**src/design/wnm_pkg.sv**
```systemverilog
`timescale 1ns / 1ps

package wnm_pkg;

   localparam int COUNT_WIDTH     = 16;
   localparam int CHAR_WIDTH      = 8;
   localparam int WEIGHT_WIDTH    = 12;
   localparam int CSR_INDEX_WIDTH = 3;
   localparam int CSR_DATA_WIDTH  = 12;
   localparam int WSUM_WIDTH      = 28;
   localparam int FRAC_BITS       = 8;
   localparam int WDIV_WIDTH      = WSUM_WIDTH - FRAC_BITS;
   localparam int ID_WIDTH        = 21;
   localparam int COMPARED_WIDTH  = 16;

   localparam logic [WEIGHT_WIDTH-1:0]   WEIGHT_RESET = 12'd256;
   localparam logic signed [ID_WIDTH-1:0] ID_MAX      = 21'sh0FFFFF;
   localparam logic signed [ID_WIDTH-1:0] ID_MIN      = 21'sh100000;
   localparam logic [COMPARED_WIDTH-1:0] COMPARED_MAX = 16'hFFFF;

   localparam logic [CHAR_WIDTH-1:0] CASE_BIT     = 8'h20;
   localparam logic [CHAR_WIDTH-1:0] CHAR_LOWER_T = 8'h74;
   localparam logic [CHAR_WIDTH-1:0] CHAR_LOWER_U = 8'h75;
   localparam logic [CHAR_WIDTH-1:0] CHAR_UPPER_T = 8'h54;
   localparam logic [CHAR_WIDTH-1:0] CHAR_UPPER_U = 8'h55;
   localparam logic [CHAR_WIDTH-1:0] CHAR_LOWER_A = 8'h61;
   localparam logic [CHAR_WIDTH-1:0] CHAR_LOWER_C = 8'h63;
   localparam logic [CHAR_WIDTH-1:0] CHAR_LOWER_G = 8'h67;
   localparam logic [CHAR_WIDTH-1:0] CHAR_LOWER_N = 8'h6E;
   localparam logic [CHAR_WIDTH-1:0] CHAR_GAP     = 8'h2D;
   localparam logic [CHAR_WIDTH-1:0] CHAR_SPACE   = 8'h20;

   typedef enum logic [CSR_INDEX_WIDTH-1:0] {
      CSR_WEIGHT_AC,
      CSR_WEIGHT_AG,
      CSR_WEIGHT_AU,
      CSR_WEIGHT_CG,
      CSR_WEIGHT_CU,
      CSR_WEIGHT_GU,
      CSR_CASE_SENSITIVE,
      CSR_WEIGHTED_MODE
   } csr_index_type;

   typedef enum logic [1:0] {
      BASE_A,
      BASE_C,
      BASE_G,
      BASE_U
   } base_type;

   typedef struct packed {
      logic     valid;
      base_type code;
   } base_code_type;

   typedef struct packed {
      logic [WEIGHT_WIDTH-1:0] weight_ac;
      logic [WEIGHT_WIDTH-1:0] weight_ag;
      logic [WEIGHT_WIDTH-1:0] weight_au;
      logic [WEIGHT_WIDTH-1:0] weight_cg;
      logic [WEIGHT_WIDTH-1:0] weight_cu;
      logic [WEIGHT_WIDTH-1:0] weight_gu;
      logic                    case_sensitive;
      logic                    weighted_mode;
   } cfg_type;

   function automatic logic [CHAR_WIDTH-1:0] fold_char(input logic [CHAR_WIDTH-1:0] c,
                                                       input logic case_sensitive);
      logic [CHAR_WIDTH-1:0] f;
      f = case_sensitive ? c : (c | CASE_BIT);
      if (f == CHAR_LOWER_T) begin
         f = CHAR_LOWER_U;
      end else if (f == CHAR_UPPER_T) begin
         f = CHAR_UPPER_U;
      end
      return f;
   endfunction

   function automatic logic is_blank(input logic [CHAR_WIDTH-1:0] c);
      return (c == CHAR_GAP) || (c == CHAR_SPACE) || ((c | CASE_BIT) == CHAR_LOWER_N);
   endfunction

   function automatic base_code_type base_of(input logic [CHAR_WIDTH-1:0] c);
      base_code_type b;
      b.valid = 1'b1;
      b.code  = BASE_A;
      case (c)
         CHAR_LOWER_A: b.code = BASE_A;
         CHAR_LOWER_C: b.code = BASE_C;
         CHAR_LOWER_G: b.code = BASE_G;
         CHAR_LOWER_U: b.code = BASE_U;
         default:      b.valid = 1'b0;
      endcase
      return b;
   endfunction

   // weight is symmetric in the pair; equal or non-base codes add nothing
   function automatic logic [WEIGHT_WIDTH-1:0] pair_weight(input base_code_type p,
                                                           input base_code_type q,
                                                           input cfg_type cfg);
      logic [WEIGHT_WIDTH-1:0] w;
      w = '0;
      if (p.valid && q.valid) begin
         case ({p.code, q.code}) inside
            {BASE_A, BASE_C}, {BASE_C, BASE_A}: w = cfg.weight_ac;
            {BASE_A, BASE_G}, {BASE_G, BASE_A}: w = cfg.weight_ag;
            {BASE_A, BASE_U}, {BASE_U, BASE_A}: w = cfg.weight_au;
            {BASE_C, BASE_G}, {BASE_G, BASE_C}: w = cfg.weight_cg;
            {BASE_C, BASE_U}, {BASE_U, BASE_C}: w = cfg.weight_cu;
            {BASE_G, BASE_U}, {BASE_U, BASE_G}: w = cfg.weight_gu;
            default:                            w = '0;
         endcase
      end
      return w;
   endfunction

endpackage

```
**src/design/wnm_if.sv**
```systemverilog
`timescale 1ns / 1ps

interface wnm_req_if;
   logic                              valid;
   logic                              ready;
   logic [wnm_pkg::CHAR_WIDTH-1:0]    char_first;
   logic [wnm_pkg::CHAR_WIDTH-1:0]    char_second;
   logic                              window_start;
   logic                              last_pair;

   modport source (output valid, output char_first, output char_second,
                   output window_start, output last_pair, input ready);
   modport sink   (input valid, input char_first, input char_second,
                   input window_start, input last_pair, output ready);
endinterface

interface wnm_rsp_if;
   logic                                   valid;
   logic                                   ready;
   logic signed [wnm_pkg::ID_WIDTH-1:0]    identity_count;
   logic [wnm_pkg::COMPARED_WIDTH-1:0]     compared_count;

   modport source (output valid, output identity_count, output compared_count, input ready);
   modport sink   (input valid, input identity_count, input compared_count, output ready);
endinterface

```
**src/design/wnm_csr.sv**
```systemverilog
`timescale 1ns / 1ps

module wnm_csr (
   input  logic                                 clock,
   input  logic                                 reset,
   input  logic                                 csr_we,
   input  logic [wnm_pkg::CSR_INDEX_WIDTH-1:0]  csr_index,
   input  logic [wnm_pkg::CSR_DATA_WIDTH-1:0]   csr_wdata,
   output wnm_pkg::cfg_type                     cfg
);

   wnm_pkg::cfg_type cfg_ff;
   wnm_pkg::cfg_type cfg_in;

   always_comb begin
      cfg_in = cfg_ff;
      if (csr_we) begin
         unique case (wnm_pkg::csr_index_type'(csr_index))
            wnm_pkg::CSR_WEIGHT_AC:      cfg_in.weight_ac      = csr_wdata;
            wnm_pkg::CSR_WEIGHT_AG:      cfg_in.weight_ag      = csr_wdata;
            wnm_pkg::CSR_WEIGHT_AU:      cfg_in.weight_au      = csr_wdata;
            wnm_pkg::CSR_WEIGHT_CG:      cfg_in.weight_cg      = csr_wdata;
            wnm_pkg::CSR_WEIGHT_CU:      cfg_in.weight_cu      = csr_wdata;
            wnm_pkg::CSR_WEIGHT_GU:      cfg_in.weight_gu      = csr_wdata;
            wnm_pkg::CSR_CASE_SENSITIVE: cfg_in.case_sensitive = csr_wdata[0];
            wnm_pkg::CSR_WEIGHTED_MODE:  cfg_in.weighted_mode  = csr_wdata[0];
         endcase
      end
   end

   always_ff @(posedge clock) begin
      if (reset) begin
         cfg_ff.weight_ac      <= wnm_pkg::WEIGHT_RESET;
         cfg_ff.weight_ag      <= wnm_pkg::WEIGHT_RESET;
         cfg_ff.weight_au      <= wnm_pkg::WEIGHT_RESET;
         cfg_ff.weight_cg      <= wnm_pkg::WEIGHT_RESET;
         cfg_ff.weight_cu      <= wnm_pkg::WEIGHT_RESET;
         cfg_ff.weight_gu      <= wnm_pkg::WEIGHT_RESET;
         cfg_ff.case_sensitive <= 1'b0;
         cfg_ff.weighted_mode  <= 1'b0;
      end else begin
         cfg_ff <= cfg_in;
      end
   end

   assign cfg = cfg_ff;

endmodule

```
**src/design/wnm_accum.sv**
```systemverilog
`timescale 1ns / 1ps

module wnm_accum #(
   parameter int COUNT_WIDTH = wnm_pkg::COUNT_WIDTH
) (
   input  logic                               clock,
   input  logic                               reset,
   input  wnm_pkg::cfg_type                   cfg,
   wnm_req_if.sink                            req,
   output logic                               snap_valid,
   input  logic                               snap_ready,
   output logic [COUNT_WIDTH-1:0]             snap_match,
   output logic [COUNT_WIDTH-1:0]             snap_compared,
   output logic [wnm_pkg::WDIV_WIDTH-1:0]     snap_wdiv
);

   localparam int CW = wnm_pkg::CHAR_WIDTH;
   localparam int SW = wnm_pkg::WSUM_WIDTH;

   // input register
   logic          s1_valid_ff;
   logic [CW-1:0] char_first_ff;
   logic [CW-1:0] char_second_ff;
   logic          window_start_ff;
   logic          last_pair_ff;

   // running state
   logic                   match_mark_ff, match_mark_in;
   logic                   blank_mark_ff, blank_mark_in;
   logic [COUNT_WIDTH-1:0] match_total_ff, match_total_in;
   logic [COUNT_WIDTH-1:0] compared_total_ff, compared_total_in;
   logic [SW-1:0]          wsum_ff, wsum_in;

   // pending report
   logic                          snap_valid_ff;
   logic [COUNT_WIDTH-1:0]        snap_match_ff;
   logic [COUNT_WIDTH-1:0]        snap_compared_ff;
   logic [wnm_pkg::WDIV_WIDTH-1:0] snap_wdiv_ff;

   logic          s1_move;
   logic          snap_free;
   logic          req_ready;
   logic [CW-1:0] fx, fy;
   logic [wnm_pkg::WEIGHT_WIDTH-1:0] w;
   logic [SW:0]   wsum_add;

   assign snap_free = !snap_valid_ff || snap_ready;
   assign s1_move   = s1_valid_ff && (!last_pair_ff || snap_free);
   assign req_ready = !s1_valid_ff || s1_move;
   assign req.ready = req_ready;

   always_comb begin
      fx = wnm_pkg::fold_char(char_first_ff, cfg.case_sensitive);
      fy = wnm_pkg::fold_char(char_second_ff, cfg.case_sensitive);
      w  = wnm_pkg::pair_weight(wnm_pkg::base_of(fx), wnm_pkg::base_of(fy), cfg);

      match_mark_in = window_start_ff ? 1'b1 : match_mark_ff;
      blank_mark_in = window_start_ff ? 1'b1 : blank_mark_ff;
      wsum_in       = wsum_ff;
      wsum_add      = {1'b0, wsum_ff} + (SW+1)'(w);

      if (!wnm_pkg::is_blank(fx) && !wnm_pkg::is_blank(fy)) begin
         blank_mark_in = 1'b0;
         if (fx != fy) begin
            match_mark_in = 1'b0;
            wsum_in       = wsum_add[SW] ? {SW{1'b1}} : wsum_add[SW-1:0];
         end
      end

      // counting uses the marks as they stand after this position
      compared_total_in = compared_total_ff;
      match_total_in    = match_total_ff;
      if (!blank_mark_in) begin
         if (compared_total_ff != {COUNT_WIDTH{1'b1}}) begin
            compared_total_in = compared_total_ff + 1'b1;
         end
         if (match_mark_in && (match_total_ff != {COUNT_WIDTH{1'b1}})) begin
            match_total_in = match_total_ff + 1'b1;
         end
      end
   end

   always_ff @(posedge clock) begin
      if (reset) begin
         s1_valid_ff <= 1'b0;
      end else if (req_ready) begin
         s1_valid_ff <= req.valid;
      end
      if (req_ready && req.valid) begin
         char_first_ff   <= req.char_first;
         char_second_ff  <= req.char_second;
         window_start_ff <= req.window_start;
         last_pair_ff    <= req.last_pair;
      end
   end

   always_ff @(posedge clock) begin
      if (reset) begin
         match_mark_ff     <= 1'b1;
         blank_mark_ff     <= 1'b1;
         match_total_ff    <= '0;
         compared_total_ff <= '0;
         wsum_ff           <= '0;
      end else if (s1_move) begin
         if (last_pair_ff) begin
            match_mark_ff     <= 1'b1;
            blank_mark_ff     <= 1'b1;
            match_total_ff    <= '0;
            compared_total_ff <= '0;
            wsum_ff           <= '0;
         end else begin
            match_mark_ff     <= match_mark_in;
            blank_mark_ff     <= blank_mark_in;
            match_total_ff    <= match_total_in;
            compared_total_ff <= compared_total_in;
            wsum_ff           <= wsum_in;
         end
      end
   end

   always_ff @(posedge clock) begin
      if (reset) begin
         snap_valid_ff <= 1'b0;
      end else if (s1_move && last_pair_ff) begin
         snap_valid_ff <= 1'b1;
      end else if (snap_ready) begin
         snap_valid_ff <= 1'b0;
      end
      if (s1_move && last_pair_ff) begin
         snap_match_ff    <= match_total_in;
         snap_compared_ff <= compared_total_in;
         snap_wdiv_ff     <= wsum_in[SW-1:wnm_pkg::FRAC_BITS];
      end
   end

   assign snap_valid    = snap_valid_ff;
   assign snap_match    = snap_match_ff;
   assign snap_compared = snap_compared_ff;
   assign snap_wdiv     = snap_wdiv_ff;

endmodule

```
**src/design/wnm_report.sv**
```systemverilog
`timescale 1ns / 1ps

module wnm_report #(
   parameter int COUNT_WIDTH = wnm_pkg::COUNT_WIDTH
) (
   input  logic                               clock,
   input  logic                               reset,
   input  wnm_pkg::cfg_type                   cfg,
   input  logic                               snap_valid,
   output logic                               snap_ready,
   input  logic [COUNT_WIDTH-1:0]             snap_match,
   input  logic [COUNT_WIDTH-1:0]             snap_compared,
   input  logic [wnm_pkg::WDIV_WIDTH-1:0]     snap_wdiv,
   wnm_rsp_if.source                          rsp
);

   localparam int IW  = wnm_pkg::ID_WIDTH;
   localparam int DW  = ((COUNT_WIDTH > wnm_pkg::WDIV_WIDTH) ? COUNT_WIDTH
                                                             : wnm_pkg::WDIV_WIDTH) + 2;
   localparam int CXW = (COUNT_WIDTH > wnm_pkg::COMPARED_WIDTH) ? COUNT_WIDTH
                                                                : wnm_pkg::COMPARED_WIDTH;
   localparam logic signed [DW-1:0] ID_MAX_EXT = DW'(wnm_pkg::ID_MAX);
   localparam logic signed [DW-1:0] ID_MIN_EXT = DW'(wnm_pkg::ID_MIN);

   logic                                  rsp_valid_ff;
   logic signed [IW-1:0]                  identity_ff, identity_in;
   logic [wnm_pkg::COMPARED_WIDTH-1:0]    compared_ff, compared_in;
   logic signed [DW-1:0]                  id_wide;
   logic [CXW-1:0]                        cmp_wide;
   logic                                  load;

   assign snap_ready = !rsp_valid_ff || rsp.ready;
   assign load       = snap_valid && snap_ready;

   always_comb begin
      if (cfg.weighted_mode) begin
         id_wide = $signed(DW'(snap_compared)) - $signed(DW'(snap_wdiv));
      end else begin
         id_wide = $signed(DW'(snap_match));
      end
      if (id_wide > ID_MAX_EXT) begin
         identity_in = wnm_pkg::ID_MAX;
      end else if (id_wide < ID_MIN_EXT) begin
         identity_in = wnm_pkg::ID_MIN;
      end else begin
         identity_in = id_wide[IW-1:0];
      end

      cmp_wide = CXW'(snap_compared);
      if (cmp_wide > CXW'(wnm_pkg::COMPARED_MAX)) begin
         compared_in = wnm_pkg::COMPARED_MAX;
      end else begin
         compared_in = cmp_wide[wnm_pkg::COMPARED_WIDTH-1:0];
      end
   end

   always_ff @(posedge clock) begin
      if (reset) begin
         rsp_valid_ff <= 1'b0;
      end else if (load) begin
         rsp_valid_ff <= 1'b1;
      end else if (rsp.ready) begin
         rsp_valid_ff <= 1'b0;
      end
      if (load) begin
         identity_ff <= identity_in;
         compared_ff <= compared_in;
      end
   end

   assign rsp.valid          = rsp_valid_ff;
   assign rsp.identity_count = identity_ff;
   assign rsp.compared_count = compared_ff;

endmodule

```
**src/design/weighted_nucleotide_mismatch_counter_unit.sv**
```systemverilog
`timescale 1ns / 1ps
// A last_pair request passes from the input register through the report register (count
// update) to the output register (identity), where its response shows.
// Throughput: one request per cycle, but a stalled response lets two reports wait;
// a further last_pair request then holds in the input register and stops new requests.
// Reset (synchronous, active high) empties the pipeline, clears the counts and restores the
// register defaults.

module weighted_nucleotide_mismatch_counter_unit #(
   parameter int COUNT_WIDTH = wnm_pkg::COUNT_WIDTH
) (
   input  logic                                 clock,
   input  logic                                 reset,
   input  logic                                 csr_we,
   input  logic [wnm_pkg::CSR_INDEX_WIDTH-1:0]  csr_index,
   input  logic [wnm_pkg::CSR_DATA_WIDTH-1:0]   csr_wdata,
   wnm_req_if.sink                              req_chan,
   wnm_rsp_if.source                            rsp_chan
);

   wnm_pkg::cfg_type               cfg;
   logic                           snap_valid;
   logic                           snap_ready;
   logic [COUNT_WIDTH-1:0]         snap_match;
   logic [COUNT_WIDTH-1:0]         snap_compared;
   logic [wnm_pkg::WDIV_WIDTH-1:0] snap_wdiv;

   wnm_csr u_csr (
      .clock     (clock),
      .reset     (reset),
      .csr_we    (csr_we),
      .csr_index (csr_index),
      .csr_wdata (csr_wdata),
      .cfg       (cfg)
   );

   wnm_accum #(.COUNT_WIDTH(COUNT_WIDTH)) u_accum (
      .clock         (clock),
      .reset         (reset),
      .cfg           (cfg),
      .req           (req_chan),
      .snap_valid    (snap_valid),
      .snap_ready    (snap_ready),
      .snap_match    (snap_match),
      .snap_compared (snap_compared),
      .snap_wdiv     (snap_wdiv)
   );

   wnm_report #(.COUNT_WIDTH(COUNT_WIDTH)) u_report (
      .clock         (clock),
      .reset         (reset),
      .cfg           (cfg),
      .snap_valid    (snap_valid),
      .snap_ready    (snap_ready),
      .snap_match    (snap_match),
      .snap_compared (snap_compared),
      .snap_wdiv     (snap_wdiv),
      .rsp           (rsp_chan)
   );

endmodule

```
**src/flat_wrapper.sv**
```systemverilog
// flat-port wrapper written by rule: the top's interface ports become plain ports
module weighted_nucleotide_mismatch_counter_unit_flat 
#(
   parameter int COUNT_WIDTH = wnm_pkg::COUNT_WIDTH
)
  (clock, reset, csr_we, csr_index, csr_wdata, req_chan_valid, req_chan_char_first, req_chan_char_second, req_chan_window_start, req_chan_last_pair, req_chan_ready, rsp_chan_valid, rsp_chan_identity_count, rsp_chan_compared_count, rsp_chan_ready);
  wnm_req_if req_chan_i ();
  wnm_rsp_if rsp_chan_i ();
  input  logic clock;
  input  logic reset;
  input  logic csr_we;
  input  logic [wnm_pkg::CSR_INDEX_WIDTH-1:0] csr_index;
  input  logic [wnm_pkg::CSR_DATA_WIDTH-1:0] csr_wdata;
  input wire logic [$bits(req_chan_i.valid)-1:0] req_chan_valid;
  input wire logic [$bits(req_chan_i.char_first)-1:0] req_chan_char_first;
  input wire logic [$bits(req_chan_i.char_second)-1:0] req_chan_char_second;
  input wire logic [$bits(req_chan_i.window_start)-1:0] req_chan_window_start;
  input wire logic [$bits(req_chan_i.last_pair)-1:0] req_chan_last_pair;
  output wire logic [$bits(req_chan_i.ready)-1:0] req_chan_ready;
  output wire logic [$bits(rsp_chan_i.valid)-1:0] rsp_chan_valid;
  output wire logic [$bits(rsp_chan_i.identity_count)-1:0] rsp_chan_identity_count;
  output wire logic [$bits(rsp_chan_i.compared_count)-1:0] rsp_chan_compared_count;
  input wire logic [$bits(rsp_chan_i.ready)-1:0] rsp_chan_ready;
  assign req_chan_i.valid = req_chan_valid;
  assign req_chan_i.char_first = req_chan_char_first;
  assign req_chan_i.char_second = req_chan_char_second;
  assign req_chan_i.window_start = req_chan_window_start;
  assign req_chan_i.last_pair = req_chan_last_pair;
  assign req_chan_ready = req_chan_i.ready;
  assign rsp_chan_valid = rsp_chan_i.valid;
  assign rsp_chan_identity_count = rsp_chan_i.identity_count;
  assign rsp_chan_compared_count = rsp_chan_i.compared_count;
  assign rsp_chan_i.ready = rsp_chan_ready;
  weighted_nucleotide_mismatch_counter_unit #(.COUNT_WIDTH(COUNT_WIDTH)) u_core (.clock(clock), .reset(reset), .csr_we(csr_we), .csr_index(csr_index), .csr_wdata(csr_wdata), .req_chan(req_chan_i), .rsp_chan(rsp_chan_i));
endmodule
```
**config.mk**
```make
export PLATFORM = sky130hd
export DESIGN_NAME = weighted_nucleotide_mismatch_counter_unit_flat
export DESIGN_NICKNAME = d
export VERILOG_FILES = /design/src/design/wnm_pkg.sv /design/src/design/wnm_if.sv /design/src/design/wnm_csr.sv /design/src/design/wnm_accum.sv /design/src/design/wnm_report.sv /design/src/design/weighted_nucleotide_mismatch_counter_unit.sv /design/src/flat_wrapper.sv
export SDC_FILE = /design/constraint.sdc
export NUM_CORES = 1
export LEC_CHECK = 0
export BUFFER_PORTS_ARGS = -buffer_cell sky130_fd_sc_hd__buf_2
export CORE_MARGIN = 2
export CORE_UTILIZATION = 54
export CTS_CLUSTER_DIAMETER = 80
export DETAILED_ROUTE_END_ITERATION = 10
export PLACE_DENSITY_LB_ADDON = 0.3
export SLEW_MARGIN = 20
export SYNTH_ARGS = -nofsm -noshare
export SYNTH_HDL_FRONTEND = slang
export SYNTH_SLANG_ARGS = --single-unit
```
**constraint.sdc**
```tcl
create_clock -name clock -period 5.9 [get_ports clock]
set_input_delay 0 -clock clock [delete_from_list [all_inputs] [get_ports clock]]
set_output_delay 0 -clock clock [all_outputs]
set_load 0.01 [all_outputs]
```
==> metrics, run 1 <==
status finished clean; Hold Crit Class primary input to flop; drt first pass iters 6; endpoints failing setup 0; I/O pin total 77; Num CTS Buffers 26; Worst Skew 0.0110 ns; CTS root buffer clkbuf_16; Mapped Area 12000 sq um; Slew HR 25.2%; CORE AREA 21800 sq um; Max clock buf depth 3; residual DRC count 0; crit path capture type flop; CP max stage delay 0.69 ns; fmax 180 MHz; critical path data arrival time 5.98 ns; unrepaired setup endpoints after global routing no; worst-path fanout max 16; hold_ws 0.186 ns; reg2reg setup slack 0.33 ns; routed wire length 30.9 mm; CTS resizes 0; CP delay by family, top compound AO/OA/AOI/OAI gates; final hold vios 0; clk_lat worst skew 0.53 ns; Syn Area/Cell 9.34 sq um; Mapped Cells 1288; Power Dens Cells 268 nW/um^2; vias in the first global route 9791; Worst-Margin Slew 1.12 ns; crit start category flop; worst path required time 6.32 ns; WS Path Type flop to flop; Synth area leaders edfxtp_1 (27%), dfxtp_1 (23%), nand2_1 (7.8%); fin. max-slew vios 0; CP cell instances nand4bb_1 -> or4b_2 -> or2_1 -> o32ai_1 -> a22oi_1 -> a31oi_1 -> ha_1 -> a21o_1 -> a2111oi_1 -> nor2_1 -> a21oi_1 -> nor3_2 -> nand2_1 -> o31ai_1 -> a22o_1; yosys warns 0; Mapped Nets 1358; ys async rst share 0%; top cell type's share of synthesized area 26.7%; first-pass GRT wire length 49.7 mm; WL/cell 18.4 microns; total gr overflow 0; largest vdd supply drop 0.000236 V; prevailing post-synth register cell dfxtp_1; Row Count 54; chip width 153 microns; EDFF count, synth 107; Final Util 63.7%; antenna fix cells 0; Placer Congestion 0.901; Antenna Nets Post-Route 0; die area 23500 sq um; initial core utilization 55.1%; share of post-route cells with drive strength above 1 11.7%; Final min period 5.57 ns; Seq/Total Area, Yosys 49.9%; GRT Util Overall 25.8%; Critical-path top delay cell or4b_2; initial antenna violation count 0; largest net degree at the start of global routing 95; Detail Placement HPWL 20.5 mm; CTS tree yes; area grow syn2layout 15.5%; CTS Sinks 246; Via density 6.02; WL met3 2.28 mm; MaxCap Viol Count 0; synthesis-stage register bit count 246; wire length on met1 13.4 mm; top routing layer in use met4; number of I/O port buffers 76; CP Buf/Inv Count 0; part of the cycle the worst path needs 94.4%; met2 wire length 14.5 mm; Vias 10100; LEAKAGE 5.12 nW; Detailed Route Iter0 Violations 1034; Final TNS setup 0 ns; CTS HTree Levels 1; die height 153 microns; Unique masters post-synth 74; # nets final 1452; Synth area leader edfxtp_1; Clk pin slew, worst setup/hold paths 0.06 ns
==> per-layer routing <==
| layer | vias up | global-route usage (%) |
|---|---|---|
| met5 | - | 0 |
| met4 | 0 | 7.80 |
| met3 | 68 | 4.37 |
| met2 | 412 | 42.2 |
| met1 | 4784 | 35.4 |
| li1 | 4859 | - |
==> cell usage in the layout (no fill, tap or decap), types with 5 or more instances in the layout <==
master,synthesis,final
a211oi_1,5,5
a21o_1,12,12
a21oi_1,111,111
a22o_1,13,13
a22oi_1,42,42
a31oi_1,31,31
and2_1,9,9
and3_1,11,10
and4_1,5,5
buf_2,8,76
buf_4,1,13
clkbuf_1,49,5
clkbuf_16,0,27
dfxtp_1,139,139
dlygate4sd3_1,0,39
edfxtp_1,107,107
ha_1,30,30
inv_1,34,34
mux2_2,16,16
nand2_1,250,250
nand2b_1,8,8
nand3_1,31,31
nand3b_1,8,8
nand4_1,14,14
nor2_1,78,77
nor2b_1,14,13
nor3_1,20,19
nor4_1,7,7
o211ai_1,10,10
o21a_1,7,7
o21ai_0,44,44
o21ai_1,5,5
o2bb2ai_1,5,5
o31ai_1,17,17
or4_1,8,8
xnor2_1,38,38
xor2_1,25,25
==> logic make-up after synthesis <==
logic type / Yosys count / synth area share (%)
multiplexers: 21 / 1.96
AND/OR/NAND/NOR: 493 / 19.1
AO/OA/AOI/OAI: 337 / 17.9
adder cells (fa/ha/maj): 32 / 3.45
buffers and inverters: 96 / 3.17
XOR/XNOR: 63 / 4.59
flip-flops: 246 / 49.9
==> sequential cells by signal, summed over array words and instances, names as in the netlist <==
register,flops
u_core.u_report.rsp.compared_count,16
u_core.u_accum.snap_match,16
u_core.u_accum.wsum_ff,28
u_core.u_accum.s1_valid_ff,1
u_core.u_accum.window_start_ff,1
u_core.u_report.rsp.valid,1
u_core.u_accum.snap_wdiv,20
u_core.u_accum.snap_compared,16
u_core.u_csr.cfg,74
u_core.u_accum.match_mark_ff,1
u_core.u_accum.snap_valid,1
u_core.u_accum.blank_mark_ff,1
u_core.u_accum.compared_total_ff,16
u_core.u_accum.match_total_ff,16
u_core.u_accum.char_first_ff,8
u_core.u_report.rsp.identity_count,21
u_core.u_accum.char_second_ff,8
u_core.u_accum.last_pair_ff,1
==> worst paths after layout <==
path / startpoint / to / cells past startpoint
worst max-delay path: u_core.u_accum.char_second_ff[3]$_DFFE_PP_ / u_core.u_accum.wsum_ff[25]$_SDFFE_PP0P_ / 15
worst min-delay path: req_chan_char_second[0] / u_core.u_accum.char_second_ff[0]$_DFFE_PP_ / 2
worst max register to register: u_core.u_accum.char_second_ff[3]$_DFFE_PP_ / u_core.u_accum.wsum_ff[25]$_SDFFE_PP0P_ / 15
worst min register to register: u_core.u_csr.cfg[53]$_SDFFE_PP0P_ / u_core.u_csr.cfg[53]$_SDFFE_PP0P_ / 2
==> report_power, final <==
group	internal, W	switching (W)
clock network	0.00102	0.000667
logic	0.0000742	0.000124
registers	0.00181	0.0000288
total	0.00290	0.000820
==> metrics by stage <==
| stage | area [sq um] | worst slack [ns] | cells | power (W) |
|---|---|---|---|---|
| floorplan | 12000 | 1.41 | 1288 | 0.00198 |
| global placement | 12600 | 0.718 | 1595 | 0.00204 |
| detailed placement | 12600 | 0.522 | 1595 | 0.00205 |
| CTS | 13900 | 0.404 | 1682 | 0.00373 |
| global route | 13900 | 0.0359 | 1682 | 0.00383 |
| finish | 13900 | 0.332 | 1682 | 0.00372 |
==> synthesized netlist by cell type (4+ instances only) <==
cell type	number
a21o_1	12
xnor2_1	38
nor2b_1	14
nand4_1	14
dfxtp_1	139
xor2_1	25
and2_1	9
or4_1	8
edfxtp_1	107
nor3b_1	4
a211oi_1	5
a22oi_1	42
nor4_1	7
a21oi_1	111
a31oi_1	31
nand3_1	31
buf_2	8
nand3b_1	8
mux2_2	16
and3_1	11
o21ai_0	44
o21a_1	7
nor2_1	78
o21ai_1	5
and4_1	5
o211ai_1	10
o31ai_1	17
a22o_1	13
nand2b_1	8
inv_1	34
nand2_1	250
mux2i_1	4
nand4b_1	4
clkbuf_1	49
o2bb2ai_1	5
ha_1	30
o21bai_1	4
nor3_1	20
==> what timing repair did <==
action,in CTS,in global routing
hold buffers,39,0
endpoints found under the hold margin,100,0
buffers inserted,0,0
==> final cells by class <==
class                   count  area [sq um]
multi-input cells         946          5660
well taps                 280           350
fillers                  1743          7930
inverters                  34           128
repair buffers            128           868
flip-flops and latches    246          6000
clock inverters            11           133
clock buffers              37           754
Note: power is estimated with default switching activity, not from simulation.
==> run 2: changes to the inputs <==
==> constraint.sdc (replaced) <==
create_clock -name clock -period 5.9 [get_ports clock]
set_input_delay 0.885 -clock clock [delete_from_list [all_inputs] [get_ports clock]]
set_output_delay 0.885 -clock clock [all_outputs]
set_load 0.01 [all_outputs]
==> run 2 against run 1 <==
Against the previous run:
- flip-flop and latch count is the same
- die area did not move
- global-route usage decreased by 1.0 points
- clock skew increased by 0.00076 ns
- largest power group unchanged
- via count down 2.0%
- non-clock buffer count down 38
- wire length decreased by 3.9%
- clock power rose by 4%
- total power up 1.5%
- cell area shrank 2.4%
- critical endpoint unchanged
==> metrics, run 2 (synthesis results as in run 1) <==
unrepaired setup endpoints after global routing no; initial core utilization 55.1%; LEAKAGE 4.99 nW; I/O pin total 77; total gr overflow 0; # nets final 1414; largest vdd supply drop 0.000237 V; CTS HTree Levels 1; Power Dens Cells 278 nW/um^2; CORE AREA 21800 sq um; CTS resizes 0; Detail Placement HPWL 20.3 mm; Num CTS Buffers 26; cts hold-fix bufs 0; final hold vios 0; Final TNS setup 0 ns; endpoints failing setup 0; crit path from u_core.u_accum.char_second_ff[3]$_DFFE_PP_; Slew HR 29.5%; die area 23500 sq um; Vias 9920; Max clock buf depth 3; register area 6000 sq um; number of I/O port buffers 76; MaxCap Viol Count 0; fin. max-slew vios 0; Final min period 5.33 ns; CP cell instances nand4bb_1 -> or4b_2 -> or2_1 -> o32ai_1 -> a22oi_1 -> a31oi_1 -> ha_1 -> a21o_1 -> a2111oi_1 -> nor2_1 -> a21oi_1 -> nor3_2 -> buf_4 -> nand2_1 -> o31ai_1 -> a22o_1; CTS Sinks 246; area grow syn2layout 12.8%; worst path required time 6.32 ns; WS Path Type flop to flop; GRT Util Overall 24.8%; Hold Crit Class flop to flop; reg2reg start u_core.u_accum.char_second_ff[3]$_DFFE_PP_; Critical-path top delay cell or4b_2; Antenna Nets Post-Route 0; max reg flops 74; clk_lat worst skew 0.53 ns; antenna fix cells 0; most common cell after layout, fill and taps aside nand2_1; CP max stage delay 0.69 ns; Placer Congestion 0.909; Via density 6.03; share of post-route cells with drive strength above 1 12.2%; Multi-input gate area 5670 sq um; postcts setup bufs 0; die height 153 microns; CTS tree yes; most frequent cells in the layout nand2_1 (250), dfxtp_1 (139), a21oi_1 (111); hold path start u_core.u_csr.cfg[14]$_SDFFE_PP0P_; Row Count 54; chip width 153 microns; vias in the first global route 9262; worst-path fanout max 16; residual DRC count 0; largest net degree at the start of global routing 87; routed wire length 29.7 mm; crit path capture type flop; part of the cycle the worst path needs 90.3%; initial antenna violation count 0; WL/cell 18.1 microns; DP Worst Slack 0.558 ns; CTS root buffer clkbuf_16; worst setup margin 0.572 ns; first-pass GRT wire length 47.9 mm; crit start category flop; Worst Skew 0.0118 ns; critical path data arrival time 5.75 ns; Clk pin slew, worst setup/hold paths 0.06 ns; drt first pass iters 5; status finished clean; Worst-Margin Slew 1.05 ns; Detailed Route Iter0 Violations 843; Fillers 1816; fmax 188 MHz
[run 2: final cells by class]
class / count / area share, %
Sequential cell: 246 / 44.2
Multi-Input combinational cell: 946 / 41.8
Clock buffer: 34 / 5.18
Timing Repair Buffer: 90 / 3.67
Tap cell: 280 / 2.58
Clock inverter: 14 / 1.61
Inverter: 34 / 0.941
[run 2: metrics by stage]
step	utilization [%]	instance area (sq um)	instances	power (W)	hold slack, ns
floorplan	-	12000	1288	0.00198	0.426
global placement	57.8	12600	1595	0.00204	0.439
detailed placement	57.8	12600	1595	0.00205	0.445
CTS	62.0	13500	1643	0.00379	0.455
global route	62.1	13600	1644	0.00389	0.465
finish	62.1	13600	1644	0.00378	0.454
[run 2: power by group]
part	switching [W]	internal (W)
clock network	0.000666	0.00110
registers	0.0000283	0.00181
logic	0.000119	0.0000585
total	0.000813	0.00296
[run 2: layer usage]
metal	global-route usage, %	share of wire (%)
met1	34.7	43
met5	0	0
met3	4.08	8.5
met2	40.1	46
met4	6.97	2.5
[run 2: worst max-delay path: cells and delay by family (launching register included)]
family          cells  cell delay, ns
fa+ha+maj           1            0.33
compound gates      8            2.48
buf+inv             1            0.20
simple gates        6            1.75
flops               1            0.46
[run 2: final timing paths]
check | endpoint | slack (ns) | cells past startpoint
max | u_core.u_accum.wsum_ff[25]$_SDFFE_PP0P_ | 0.57 | 16
min | u_core.u_csr.cfg[14]$_SDFFE_PP0P_ | 0.45 | 2
max reg2reg | u_core.u_accum.wsum_ff[25]$_SDFFE_PP0P_ | 0.57 | 16
min reg2reg | u_core.u_csr.cfg[14]$_SDFFE_PP0P_ | 0.45 | 2
==> run 3: changes to the inputs <==
- CTS_BUF_LIST: unset -> sky130_fd_sc_hd__clkbuf_4 sky130_fd_sc_hd__clkbuf_8 sky130_fd_sc_hd__clkbuf_16
- SLEW_MARGIN: 20 -> 10
==> run 3 against run 2 <==
Against the previous run:
- count of clock-buffer cells in the layout is the same
- core utilization about the same
- non-clock buffer count shrank 1
- combinational power is essentially flat
- sequential share of layout area about the same
- register-to-register slack got worse by 0.03 ns
- first-iteration DRC count grew 7.8%
- die area is the same
- clock skew barely moved
==> metrics, run 3 (synthesis results as in run 1) <==
# nets final 1413; first-pass GRT wire length 47.9 mm; Power, Total 0.00381 W; most frequent cells in the layout nand2_1 (250), dfxtp_1 (139), a21oi_1 (111); Combinational Power Share 4.6%; hold path start u_core.u_csr.cfg[13]$_SDFFE_PP0P_; endpoints failing setup 0; clock share of power 47.2%; Detailed Route Iter0 Violations 909; initial antenna violation count 0; status finished clean; fin. max-slew vios 0; routed wire length 29.7 mm; die area 23500 sq um; part of the cycle the worst path needs 90.7%; Row Count 54; CP cell instances nand4bb_1 -> or4b_2 -> or2_1 -> o32ai_1 -> a22oi_1 -> a31oi_1 -> ha_1 -> a21o_1 -> a2111oi_1 -> nor2_1 -> a21oi_1 -> nor3_2 -> buf_4 -> nand2_1 -> o31ai_1 -> a22o_1; Worst Skew 0.0115 ns; CTS tree yes; Hold Crit Class flop to flop; Antenna Nets Post-Route 0; total gr overflow 0; worst path required time 6.32 ns; Final min period 5.35 ns; Detail Placement HPWL 20.3 mm; most common cell after layout, fill and taps aside nand2_1; critical path depth 16; R2R depth 16; WL/cell 18.1 microns; WS Path Type flop to flop; Multi-input gate area 5670 sq um; worst-path fanout max 16; fin area 13600 sq um; I/O pin total 77; fmax 187 MHz; crit start category flop; vias in the first global route 9284; Via density 6.05; CTS Sinks 246; largest vdd supply drop 0.000237 V; Final TNS setup 0 ns; clk_lat worst skew 0.53 ns; Switching Fraction 21.4%; Max clock buf depth 3; DP Worst Slack 0.558 ns; area grow syn2layout 12.8%; unrepaired setup endpoints after global routing no; CP Buf/Inv Count 1; Vias 9932; CTS HTree Levels 1; Placer Congestion 0.909; critical path data arrival time 5.77 ns; Psw 0.000815 W; Num CTS Buffers 26; Placed Area 12600 sq um; largest net degree at the start of global routing 87; residual DRC count 0; LEAKAGE 5.01 nW; chip width 153 microns; GRT Util Overall 24.8%; Power Dens Cells 281 nW/um^2; CORE AREA 21800 sq um; register area 6000 sq um; CP delay by family, top compound AO/OA/AOI/OAI gates; Slew HR 26.8%; initial core utilization 55.1%; Fillers 1811; worst setup margin 0.546 ns; Clk pin slew, worst setup/hold paths 0.06 ns; hold_ws 0.454 ns; die height 153 microns; CP max stage delay 0.69 ns; crit path capture type flop; max reg flops 74; drt first pass iters 5; MaxCap Viol Count 0; final hold vios 0; Sequential Power Share 48.2%; number of I/O port buffers 76; Worst-Margin Slew 1.10 ns; reg2reg start u_core.u_accum.char_second_ff[3]$_DFFE_PP_; cts hold-fix bufs 0; worst hold stages 2; CTS root buffer clkbuf_16; Critical-path top delay cell or4b_2; P_int 0.00300 W; antenna fix cells 0; crit path from u_core.u_accum.char_second_ff[3]$_DFFE_PP_; share of post-route cells with drive strength above 1 12.6%
run 3: cell type report:
cell class,instances,share of cell area (%)
Timing Repair Buffer,89,3.52
Clock buffer,34,5.37
Tap cell,280,2.58
Multi-Input combinational cell,946,41.8
Inverter,34,0.941
Sequential cell,246,44.2
Clock inverter,14,1.60
run 3: worst paths after layout:
kind	end	slack (ns)
worst max-delay path	u_core.u_accum.wsum_ff[25]$_SDFFE_PP0P_	0.55
worst max register to register	u_core.u_accum.wsum_ff[25]$_SDFFE_PP0P_	0.55
worst min register to register	u_core.u_csr.cfg[13]$_SDFFE_PP0P_	0.45
worst min-delay path	u_core.u_csr.cfg[13]$_SDFFE_PP0P_	0.45
run 3: power by group through the flow:
stage          clock network, W  logic [W]  registers, W
2_1_floorplan                 0   0.000116       0.00186
3_3_place_gp                  0   0.000171       0.00187
3_5_place_dp                  0   0.000174       0.00187
4_1_cts                 0.00181   0.000175       0.00183
5_1_grt                 0.00189   0.000194       0.00184
6_report                0.00180   0.000177       0.00184
run 3: through the flow:
stage / std cells / utilization [%]
after floorplan: 1288 / -
after global placement: 1595 / 57.8
after detailed placement: 1595 / 57.8
after CTS: 1643 / 62.1
after global routing: 1643 / 62.2
final: 1643 / 62.2
run 3: repair_timing:
item / CTS / global route
endpoints found under the hold margin: 0 / 0
endpoints found under the setup margin: 0 / 1
resized for setup: 0 / 1
setup buffers: 0 / 0
run 3: routing by layer:
metal,wire length (microns),GRT usage [%],vias to the layer above
met5,0,0,-
met4,645,6.97,0
met1,12900,34.7,4683
li1,-,-,4791
met3,2530,4.08,45
met2,13700,40.3,413
run 3: worst min-delay path, cell delays in order, from the launching register on:
cell and delay, ns:
dfxtp_1 0.31, nand2_1 0.05, a21oi_1 0.05
